===== src/rtl/oarr_pkg.sv =====
// Package for the ordered array block: transaction payloads, codes and control structs.
`timescale 1ns / 1ps
`default_nettype none

package oarr_pkg;

  // Command codes
  localparam logic [2:0] CMD_APPEND = 3'd0;
  localparam logic [2:0] CMD_REMOVE = 3'd1;
  localparam logic [2:0] CMD_INSERT = 3'd2;
  localparam logic [2:0] CMD_ERASE  = 3'd3;
  localparam logic [2:0] CMD_READ   = 3'd4;
  localparam logic [2:0] CMD_CLEAR  = 3'd5;

  // Status codes
  localparam logic [1:0] ST_OK    = 2'd0;
  localparam logic [1:0] ST_EMPTY = 2'd1;
  localparam logic [1:0] ST_RANGE = 2'd2;
  localparam logic [1:0] ST_FULL  = 2'd3;

  typedef struct packed {
    logic [2:0]         cmd;
    logic [6:0]         position;
    logic signed [31:0] value;
  } in_t;

  typedef struct packed {
    logic signed [31:0] read_data;
    logic [6:0]         fill_count;
    logic [1:0]         status;
  } out_t;

  // Controller to datapath
  typedef struct packed {
    logic       load_in;
    logic       ptr_ld_cnt;
    logic       ptr_ld_pos;
    logic       ptr_step;
    logic       rd_pos;
    logic       rd_shift;
    logic       wr_append;
    logic       wr_insert;
    logic       wr_shift;
    logic       cnt_inc;
    logic       cnt_dec;
    logic       cnt_clr;
    logic       res_ld;
    logic       res_rdata;
    logic [1:0] res_status;
    logic       out_ld;
  } ctl_t;

  // Datapath to controller
  typedef struct packed {
    logic [2:0] cmd;
    logic       cnt_zero;
    logic       cnt_full;
    logic       pos_gt_cnt;
    logic       pos_ge_cnt;
    logic       shift_done;
    logic       out_free;
  } sts_t;

endpackage

`default_nettype wire


===== src/rtl/oarr_ram.sv =====
// Generic single-write, single-read RAM with registered read data.
`timescale 1ns / 1ps
`default_nettype none

module oarr_ram #(
  parameter int WIDTH = 32,
  parameter int DEPTH = 64
) (
  input  wire logic                     clk,
  input  wire logic                     we,
  input  wire logic [$clog2(DEPTH)-1:0] waddr,
  input  wire logic [WIDTH-1:0]         wdata,
  input  wire logic                     re,
  input  wire logic [$clog2(DEPTH)-1:0] raddr,
  output logic      [WIDTH-1:0]         rdata
);

  logic [WIDTH-1:0] mem [DEPTH];

  always_ff @(posedge clk) begin
    if (we) begin
      mem[waddr] <= wdata;
    end
    if (re) begin
      rdata <= mem[raddr];
    end
  end

endmodule

`default_nettype wire


===== src/rtl/oarr_dp.sv =====
// Datapath of the ordered array: entry RAM, count, shift pointer, result and output registers.
`timescale 1ns / 1ps
`default_nettype none

module oarr_dp
  import oarr_pkg::*;
#(
  parameter int DEPTH = 64
) (
  input  wire logic clk,
  input  wire logic rst,
  input  wire in_t  in_data,
  input  wire logic out_ready,
  output logic      out_valid,
  output out_t      out_data,
  input  wire ctl_t ctl,
  output sts_t      sts
);

  localparam int AW   = $clog2(DEPTH);
  localparam int CW   = $clog2(DEPTH + 1);
  localparam int CMPW = (CW > 7) ? CW : 7;

  logic [2:0]         cmd_q;
  logic [6:0]         pos_q;
  logic signed [31:0] val_q;
  logic [CW-1:0]      cnt;
  logic [AW-1:0]      ptr;
  logic [31:0]        res_data;
  logic [1:0]         res_status;

  logic [CMPW-1:0] pos_w;
  logic [CMPW-1:0] cnt_w;
  logic [CMPW-1:0] ptr_w;
  logic [AW-1:0]   shift_addr;

  logic            ram_we;
  logic [AW-1:0]   ram_waddr;
  logic [31:0]     ram_wdata;
  logic            ram_re;
  logic [AW-1:0]   ram_raddr;
  logic [31:0]     ram_rdata;

  assign pos_w = CMPW'(pos_q);
  assign cnt_w = CMPW'(cnt);
  assign ptr_w = CMPW'(ptr);

  // Insert walks down from the top, erase walks up from the position
  assign shift_addr = (cmd_q == CMD_INSERT) ? AW'(ptr - AW'(1)) : AW'(ptr + AW'(1));

  always_comb begin
    sts.cmd        = cmd_q;
    sts.cnt_zero   = (cnt_w == '0);
    sts.cnt_full   = (cnt_w >= CMPW'(DEPTH));
    sts.pos_gt_cnt = (pos_w > cnt_w);
    sts.pos_ge_cnt = (pos_w >= cnt_w);
    sts.shift_done = (cmd_q == CMD_INSERT) ? (ptr_w == pos_w)
                                           : (CMPW'(ptr_w + CMPW'(1)) == cnt_w);
    sts.out_free   = !out_valid || out_ready;
  end

  always_comb begin
    ram_we    = ctl.wr_append || ctl.wr_insert || ctl.wr_shift;
    ram_waddr = ptr;
    ram_wdata = ram_rdata;
    if (ctl.wr_append) begin
      ram_waddr = cnt_w[AW-1:0];
      ram_wdata = val_q;
    end else if (ctl.wr_insert) begin
      ram_waddr = pos_w[AW-1:0];
      ram_wdata = val_q;
    end
    ram_re    = ctl.rd_pos || ctl.rd_shift;
    ram_raddr = ctl.rd_pos ? pos_w[AW-1:0] : shift_addr;
  end

  oarr_ram #(
    .WIDTH(32),
    .DEPTH(DEPTH)
  ) u_ram (
    .clk  (clk),
    .we   (ram_we),
    .waddr(ram_waddr),
    .wdata(ram_wdata),
    .re   (ram_re),
    .raddr(ram_raddr),
    .rdata(ram_rdata)
  );

  always_ff @(posedge clk) begin
    if (ctl.load_in) begin
      pos_q <= in_data.position;
      val_q <= in_data.value;
    end
    if (ctl.ptr_ld_cnt) begin
      ptr <= cnt_w[AW-1:0];
    end else if (ctl.ptr_ld_pos) begin
      ptr <= pos_w[AW-1:0];
    end else if (ctl.ptr_step) begin
      ptr <= shift_addr;
    end
    if (ctl.res_ld) begin
      res_data   <= ctl.res_rdata ? ram_rdata : 32'd0;
      res_status <= ctl.res_status;
    end
    if (ctl.out_ld) begin
      out_data.read_data  <= $signed(res_data);
      out_data.fill_count <= cnt_w[6:0];
      out_data.status     <= res_status;
    end
  end

  always_ff @(posedge clk) begin
    if (rst) begin
      cmd_q     <= CMD_APPEND;
      cnt       <= '0;
      out_valid <= 1'b0;
    end else begin
      if (ctl.load_in) begin
        cmd_q <= in_data.cmd;
      end
      if (ctl.cnt_clr) begin
        cnt <= '0;
      end else if (ctl.cnt_inc) begin
        cnt <= CW'(cnt + CW'(1));
      end else if (ctl.cnt_dec) begin
        cnt <= CW'(cnt - CW'(1));
      end
      if (ctl.out_ld) begin
        out_valid <= 1'b1;
      end else if (out_ready) begin
        out_valid <= 1'b0;
      end
    end
  end

endmodule

`default_nettype wire


===== src/rtl/oarr_ctrl.sv =====
// Controller state machine of the ordered array: decode, shift sequencing, result hand-off.
`timescale 1ns / 1ps
`default_nettype none

module oarr_ctrl
  import oarr_pkg::*;
(
  input  wire logic clk,
  input  wire logic rst,
  input  wire logic in_valid,
  output logic      in_ready,
  input  wire sts_t sts,
  output ctl_t      ctl
);

  localparam logic [2:0] S_IDLE    = 3'd0;
  localparam logic [2:0] S_EXEC    = 3'd1;
  localparam logic [2:0] S_SH_RD   = 3'd2;
  localparam logic [2:0] S_SH_WR   = 3'd3;
  localparam logic [2:0] S_RD_WAIT = 3'd4;
  localparam logic [2:0] S_DONE    = 3'd5;

  logic [2:0] state;
  logic [2:0] state_next;

  assign in_ready = (state == S_IDLE);

  always_comb begin
    ctl        = '0;
    state_next = state;
    unique case (state)
      S_IDLE: begin
        if (in_valid) begin
          ctl.load_in = 1'b1;
          state_next  = S_EXEC;
        end
      end
      S_EXEC: begin
        ctl.res_ld     = 1'b1;
        ctl.res_status = ST_OK;
        state_next     = S_DONE;
        unique case (sts.cmd)
          CMD_APPEND: begin
            if (sts.cnt_full) begin
              ctl.res_status = ST_FULL;
            end else begin
              ctl.wr_append = 1'b1;
              ctl.cnt_inc   = 1'b1;
            end
          end
          CMD_REMOVE: begin
            if (sts.cnt_zero) begin
              ctl.res_status = ST_EMPTY;
            end else begin
              ctl.cnt_dec = 1'b1;
            end
          end
          CMD_INSERT: begin
            if (sts.pos_gt_cnt) begin
              ctl.res_status = ST_RANGE;
            end else if (sts.cnt_full) begin
              ctl.res_status = ST_FULL;
            end else begin
              ctl.res_ld     = 1'b0;
              ctl.ptr_ld_cnt = 1'b1;
              state_next     = S_SH_RD;
            end
          end
          CMD_ERASE: begin
            if (sts.cnt_zero) begin
              ctl.res_status = ST_EMPTY;
            end else if (sts.pos_ge_cnt) begin
              ctl.res_status = ST_RANGE;
            end else begin
              ctl.res_ld     = 1'b0;
              ctl.ptr_ld_pos = 1'b1;
              state_next     = S_SH_RD;
            end
          end
          CMD_READ: begin
            if (sts.cnt_zero) begin
              ctl.res_status = ST_EMPTY;
            end else if (sts.pos_ge_cnt) begin
              ctl.res_status = ST_RANGE;
            end else begin
              ctl.res_ld = 1'b0;
              ctl.rd_pos = 1'b1;
              state_next = S_RD_WAIT;
            end
          end
          CMD_CLEAR: begin
            ctl.cnt_clr = 1'b1;
          end
          default: begin
          end
        endcase
      end
      S_SH_RD: begin
        if (sts.shift_done) begin
          // Gap is open (insert) or closed (erase): finish the command
          ctl.res_ld     = 1'b1;
          ctl.res_status = ST_OK;
          if (sts.cmd == CMD_INSERT) begin
            ctl.wr_insert = 1'b1;
            ctl.cnt_inc   = 1'b1;
          end else begin
            ctl.cnt_dec = 1'b1;
          end
          state_next = S_DONE;
        end else begin
          ctl.rd_shift = 1'b1;
          state_next   = S_SH_WR;
        end
      end
      S_SH_WR: begin
        ctl.wr_shift = 1'b1;
        ctl.ptr_step = 1'b1;
        state_next   = S_SH_RD;
      end
      S_RD_WAIT: begin
        ctl.res_ld     = 1'b1;
        ctl.res_rdata  = 1'b1;
        ctl.res_status = ST_OK;
        state_next     = S_DONE;
      end
      S_DONE: begin
        if (sts.out_free) begin
          ctl.out_ld = 1'b1;
          state_next = S_IDLE;
        end
      end
      default: begin
        state_next = S_IDLE;
      end
    endcase
  end

  always_ff @(posedge clk) begin
    if (rst) begin
      state <= S_IDLE;
    end else begin
      state <= state_next;
    end
  end

endmodule

`default_nettype wire


===== src/rtl/ordered_array_insert_erase.sv =====
// Top level of the ordered array: controller, datapath and interface checks.
//
// Bounded ordered array of signed 32-bit words held in a single-port-write RAM.
// Input channel in_valid/in_ready/in_data carries one command per transaction
// (append, remove last, insert at, erase at, read at, clear). Output channel
// out_valid/out_ready/out_data returns exactly one result per command: read
// data (zero unless a read succeeds), fill count after the command, status.
// Each entry moved by an insert or erase takes a RAM read in S_SH_RD and a
// RAM write in S_SH_WR, since the RAM has one read and one write port and
// registered read data; that loop sets the throughput of insert and erase.
// One command is in progress at a time: a new command is taken only after the
// previous result is loaded into the output register, and may be taken while
// that result still sits there. When the receiver stalls, the finished
// result waits inside the block and no further command is taken until the
// output register frees up. Reset clears the count, the controller and the
// output valid; RAM contents are not cleared, and no clearing pass is needed.
`timescale 1ns / 1ps
`default_nettype none

module ordered_array_insert_erase
  import oarr_pkg::*;
#(
  parameter int DEPTH = 64
) (
  input  wire logic clk,
  input  wire logic rst,
  input  wire logic in_valid,
  output logic      in_ready,
  input  wire in_t  in_data,
  output logic      out_valid,
  input  wire logic out_ready,
  output out_t      out_data
);

  ctl_t ctl;
  sts_t sts;

  // Sequence each transaction through decode, shift and result hand-off
  oarr_ctrl u_ctrl (
    .clk     (clk),
    .rst     (rst),
    .in_valid(in_valid),
    .in_ready(in_ready),
    .sts     (sts),
    .ctl     (ctl)
  );

  // Hold entries, count and the output register
  oarr_dp #(
    .DEPTH(DEPTH)
  ) u_dp (
    .clk      (clk),
    .rst      (rst),
    .in_data  (in_data),
    .out_ready(out_ready),
    .out_valid(out_valid),
    .out_data (out_data),
    .ctl      (ctl),
    .sts      (sts)
  );

  // Never grow past the array depth
  a_no_overfill: assert property (@(posedge clk) disable iff (rst)
    !(sts.cnt_full && ctl.cnt_inc))
    else $error("count incremented while full");

  // Never shrink below empty
  a_no_underflow: assert property (@(posedge clk) disable iff (rst)
    !(sts.cnt_zero && ctl.cnt_dec))
    else $error("count decremented while empty");

  // Never overwrite a result the receiver has not taken
  a_no_result_overwrite: assert property (@(posedge clk) disable iff (rst)
    ctl.out_ld |-> sts.out_free)
    else $error("output register loaded while a result is pending");

  // One transaction at a time: stop taking commands right after an accept
  a_one_in_flight: assert property (@(posedge clk) disable iff (rst)
    (in_valid && in_ready) |=> !in_ready)
    else $error("command accepted while another is in progress");

endmodule

`default_nettype wire


===== config.mk =====
export PLATFORM = sky130hd
export DESIGN_NAME = ordered_array_insert_erase
export DESIGN_NICKNAME = d
export VERILOG_FILES = /design/src/rtl/oarr_pkg.sv /design/src/rtl/oarr_ram.sv /design/src/rtl/oarr_dp.sv /design/src/rtl/oarr_ctrl.sv /design/src/rtl/ordered_array_insert_erase.sv
export SDC_FILE = /design/constraint.sdc
export NUM_CORES = 2
export LEC_CHECK = 0
export CORE_ASPECT_RATIO = 0.5
export CORE_MARGIN = 1.5
export CORE_UTILIZATION = 35
export DETAILED_ROUTE_END_ITERATION = 7
export DONT_BUFFER_PORTS = 1
export SETUP_SLACK_MARGIN = 0.02
export SYNTH_ARGS = -nofsm -noshare
export SYNTH_HDL_FRONTEND = slang
export SYNTH_HIERARCHICAL = 1
export SYNTH_SLANG_ARGS = --single-unit

===== constraint.sdc =====
create_clock -name clk -period 6.7 [get_ports clk]
set_input_delay 0.335 -clock clk [delete_from_list [all_inputs] [get_ports clk]]
set_output_delay 0.335 -clock clk [all_outputs]
set_load 0.02 [all_outputs]

Yosys cells after proc, flatten, opt, wreduce, memory -nomap -nowiden. Memory sizes are Yosys's and may differ from the RTL's. A register that Yosys moved wholly into a read port is not among the register bits. Cells that the tools add are included.

Flip-flop bits (word level): 134. Memory bits (writable): 2048. Bits of input ports: 46. Output and inout bits: 43. Memories: 1.

Memories: u_dp.u_ram.mem (depth 64, width 32, read ports 1, clocked after Yosys merged registers in 1, wr ports 1, line oarr_ram.sv:18) `logic [WIDTH-1:0] mem [DEPTH];`.

Add/sub/neg operators: 5. $lt $le $gt $ge: 3. Equal/unequal tests: 14. Multiplexer cells: 69. Reductions and logical operators: 14.

Operators with widths (count): two-way mux 32 bit (2); two-way mux 6 bit (7); two-way mux 1 bit (39); two-way mux 3 bit (7); case mux 3 bit (6 select lines) (1); two-way mux 7 bit (2); == test 3 x 2 -> 1 bit, second input constant (4); == test 3 bit, second input constant (4); two-way mux 2 bit (6); case mux 3 bit (3 select lines) (1); case mux 2 bit (4 select lines) (1); adder 6 x 1 -> 7 bit, second input constant (1); adder 7 x 1 -> 7 bit, second input constant (1); == test 6 x 7 -> 1 bit (1); == test 7 bit (1); greater-or-equal comparator 7 bit (1); greater-or-equal comparator 7 bit, second input constant (1); greater-than comparator 7 bit (1); logical NOT 7 bit (1); subtractor 7 x 1 -> 7 bit, second input constant (1); adder 6 x 1 -> 6 bit, second input constant (1); == test 3 x 1 -> 1 bit, second input constant (2); logical NOT 3 bit (2); subtractor 6 x 1 -> 6 bit, second input constant (1); other kinds (10) (16).

Logic depth before layout (Yosys ltp).
Depth in word-level cells: 9. Depth in mapped cells: 21. Mapped depth without buffers: 16.

By module. The synthesis kept the hierarchy.

Modules (own cells, without submodules): oarr_ram (instances 1, cells an instance 3572, area each 79207.2 sq um, seq. area each 62459.9 sq um); oarr_dp (instances 1, cells an instance 413, area each 5828.1 sq um, seq. area each 3823.7 sq um); oarr_ctrl (instances 1, cells an instance 74, area each 462.9 sq um, seq. area each 60.1 sq um).

Least setup slack after synthesis. Ideal clock, no wire load.

Kind: reg2reg. Start: reg u_dp.ptr[0]. End: mem u_dp.u_ram.mem[44][0] (enable). Library setup time: 0.461 ns. Arrival: 5.257 ns. Required time: 6.239 ns. Slack: 0.982 ns. Cell stages (with the launch flop): 15. Buffers on the path: 3. Period minus slack after synthesis: 5.718 ns. Path through: edfxtp_1 > clkbuf_1 > nand2_1 > or4_1 > o311ai_0 > a22o_1 > a21o_1 > nand2_1 > nor2_1 > clkbuf_1 > mux2i_1 > o21ai_0 > clkbuf_1 > nand4b_1 > nor3_1.

RTL lines: start, declared (line oarr_dp.sv:28) `logic [AW-1:0] ptr;`; start signal, assigned (line oarr_dp.sv:96) `ptr <= cnt_w[AW-1:0];`; start signal, assigned (line oarr_dp.sv:98) `ptr <= pos_w[AW-1:0];`; start signal, assigned (line oarr_dp.sv:100) `ptr <= shift_addr;`; end, declared (line oarr_ram.sv:18).

==> reports/results.ini <==
[run_status]
outcome = finished, final reports clean

[critical_path]
critical_path_class = reg -> reg
crit_arrival_ns = 6.95
slowest_stage = mux2i_4
rr_worst_depth = 17
crit_path_end_kind = flip-flop
r2r_slack_ns = 0.34
timing.rr.end = u_dp/u_ram/rdata[5]
start_kind = flip-flop
r2r_start = u_dp/cnt[1]
cp_top_family = simple AND/OR/NAND/NOR gates
crit_chain = inv_1, ha_1, nor2b_1, o21ai_0, a21oi_1, a211oi_1, o21ai_0, nor4_1, and2_1, mux2i_4, buf_12, buf_12, buf_4, mux4_2, a22oi_1, nand4_1, and3_1
critPathBufInv = 4
path_max_fanout = 23
cpPeakStageDelay_ns = 0.74
worstPathRequired_ns = 7.29

[yosys]
synth_cell_type_count = 65
synth_area_leader_cell = edfxtp_1
syn_avg_cell_area_um2 = 21.1
synthFlopType = edfxtp_1
yosys-top-cells-count = edfxtp_1, mux4_2, mux2i_1
ys_ff_latch = 2214
synth.area.top_cells = edfxtp_1, mux4_2, mux2i_1
syn_area_um2 = 85500
seq_area_frac_synth_pct = 77.6
yosysTopAreaCellShare_pct = 77.3
async_flop_share_pct = 0
yosys.cell_count.top_type = edfxtp_1
ys_warn_count = 6
syn_inst = 4059
mappedNetlistNets = 4120
synth_edf_count = 2200

[clock_network]
cts_setup_buffers = 0
clockRootBuffer = clkbuf_16
clk_transition_reported_paths_ns = 0.06
cts_htree_levels = 4
cts_max_path_buffers = 3
cts_tree = built
clock_sinks = 2214
numCtsBuffers = 204
clkLatencyLatePin_ns = 0.85

[drt]
vias = 43433
viasPerCell = 5.60
drt-pass1-iter-count = 5
wl_per_cell_um = 30.0
routed_wl_mm = 233
dr.first_iter.drc_count = 5719
ant_nets = 0
drc = 0

[floorplanning]
fp-row-count = 128
die_area_um2 = 247000
die_h_um = 352
initial_utilization_pct = 35.2
die_x_um = 702
io-pin-count = 89
design.core.area_um2 = 243000

[pwr]
ir_worst_vdd_mv = 0.288
p_leak_nw = 30.2
powerDensity_nw_per_um2 = 316
p_total_w = 0.0309

[min_path]
whs_endpoint = u_dp/val_q[17]
hp-start = in_data[17]
hold_path.class = in -> reg
hold_path_depth = 1

[grt]
first_global_vias = 43277
grt_max_degree = 65
grt_usage_pct = 18.5
antenna_found_initial = 18
grt_pass1_wl_mm = 327
grt_overflow = 0

[placed_design]
pre_cts_slack_ns = 0.323
gp_congestion = 0.829
placed_cell_area_um2 = 91200
dp_hpwl_mm = 142
io_buffer_count = 0

[timing]
post-route-period-util_pct = 95.0
finalSetupTns_ns = 0
hold_viol_final = 0
finClkSkew_ns = 0.0390
max_freq_mhz = 157
slew_viol_final = 0
rsz0062_at_grt = no
setup_violations = 0
setup_slack_ns = 0.336
min_period_ns = 6.36
maxSlewHeadroom_pct = 2.11
worst_pin_slew_ns = 1.47

[layout]
layout-drive-gt1-share_pct = 24.9
layout.area.seq_um2 = 66300
fillCellCount = 21188
fin_nets = 4394
areaGrowthSynthToFinish_pct = 14.4
fin_area_um2 = 97800
multi_input_area_um2 = 18400

[flow_run]
cap_violations = 0

## flip-flops by register name (all words and copies together), names as in the netlist
signal and cells:
u_dp/res_status 2, u_dp/cmd_q 3, u_dp/out_data 41, u_dp/ptr 6, u_dp/cnt 7, u_dp/res_data 32
u_dp/val_q 32, u_ctrl/state 3, u_dp/pos_q 7, u_dp/out_valid 1, u_dp/u_ram/rdata 32, u_dp/u_ram/mem 2048
## worst max-delay path by stage
| stage | startpoint | to | slack, ns | depth (start not counted) |
|---|---|---|---|---|
| 2_1_floorplan | u_dp/ptr[0] | u_dp/u_ram/mem[44][0] | 0.98 | 14 |
| 4_1_cts | u_dp/cnt[1] | u_dp/u_ram/rdata[6] | 0.31 | 18 |
| 6_report | u_dp/cnt[1] | u_dp/u_ram/rdata[5] | 0.34 | 17 |
| 5_1_grt | u_dp/cnt[6] | u_dp/u_ram/rdata[5] | 0.04 | 16 |
| 3_3_place_gp | u_dp/cnt[1] | u_dp/u_ram/rdata[6] | 0.16 | 18 |
| 3_5_place_dp | u_dp/cnt[1] | u_dp/u_ram/rdata[6] | 0.32 | 18 |
## metal layers
metal	up-vias	share of wire, %	track usage (%)
met5	-	0.013	0
met1	23366	39	25.2
met2	2175	48	30.2
met4	4	3.2	5.95
li1	17551	-	-
met3	337	9.1	3.44
## area by class of cell
class,instances,area share (%)
clock inverter,108,0.780
sequential,2214,67.8
multi-input combinational,1594,18.8
tap,3250,4.16
antenna,10,0.0256
timing repair buffer,305,2.84
clock buffer,257,5.51
inverter,14,0.0537
## metrics by stage
step           instances  utilization, %  hold slack (ns)
3_3_place_gp        7331            37.5            0.403
4_1_cts             7742            40.2           0.0425
6_report            7752            40.2            0.113
2_1_floorplan       4059               -            0.400
5_1_grt             7744            40.2           0.0787
3_5_place_dp        7331            37.5            0.405
## cell families (layout without fill, tap and decap cells)
kind of cell / after synthesis / count (layout) / share of synthesized area [%]
AO/OA/AOI/OAI: 361 / 361 / 2.92
XOR/XNOR: 22 / 22 / 0.225
adder cells (fa/ha/maj): 15 / 15 / 0.228
buffers and inverters: 251 / 684 / 1.55
flip-flops: 2214 / 2214 / 77.6
multiplexers: 644 / 644 / 14.1
other: 0 / 10 / 0
AND/OR/NAND/NOR: 552 / 552 / 3.33
## cells in the final DEF (no fill, tap or decap), types with 16 or more instances in the layout
cell type | netlist | final
edfxtp_1 | 2200 | 2200
mux4_2 | 446 | 446
buf_4 | 28 | 229
clkbuf_16 | 0 | 208
mux2i_1 | 141 | 140
nand2_1 | 119 | 119
nand3_1 | 79 | 79
a22oi_1 | 75 | 75
o22ai_1 | 67 | 67
nor2_1 | 116 | 59
o21ai_0 | 62 | 58
nor2_4 | 0 | 57
clkinv_1 | 0 | 55
mux2_2 | 57 | 51
clkbuf_1 | 118 | 49
dlygate4sd3_1 | 0 | 46
nand4_1 | 46 | 46
and2_1 | 45 | 44
o221ai_1 | 44 | 44
clkinv_2 | 0 | 33
buf_12 | 1 | 30
nor2b_1 | 30 | 27
a211oi_1 | 23 | 23
a31oi_1 | 21 | 21
a21oi_1 | 21 | 21
and3_1 | 16 | 16
## power breakdown
part,switching [W],leakage [nW],total [W],internal (W)
logic,0.00263,7.27,0.00371,0.00108
registers,0.000146,19.9,0.0163,0.0161
clock network,0.00498,3.01,0.0109,0.00594
## timing repair
item,CTS,global route
endpoints found under the setup margin,0,0
hold endpoints to repair,52,0
hold buffers,46,0
gates resized for setup,0,0
Power figures use the tool's default switching activity.
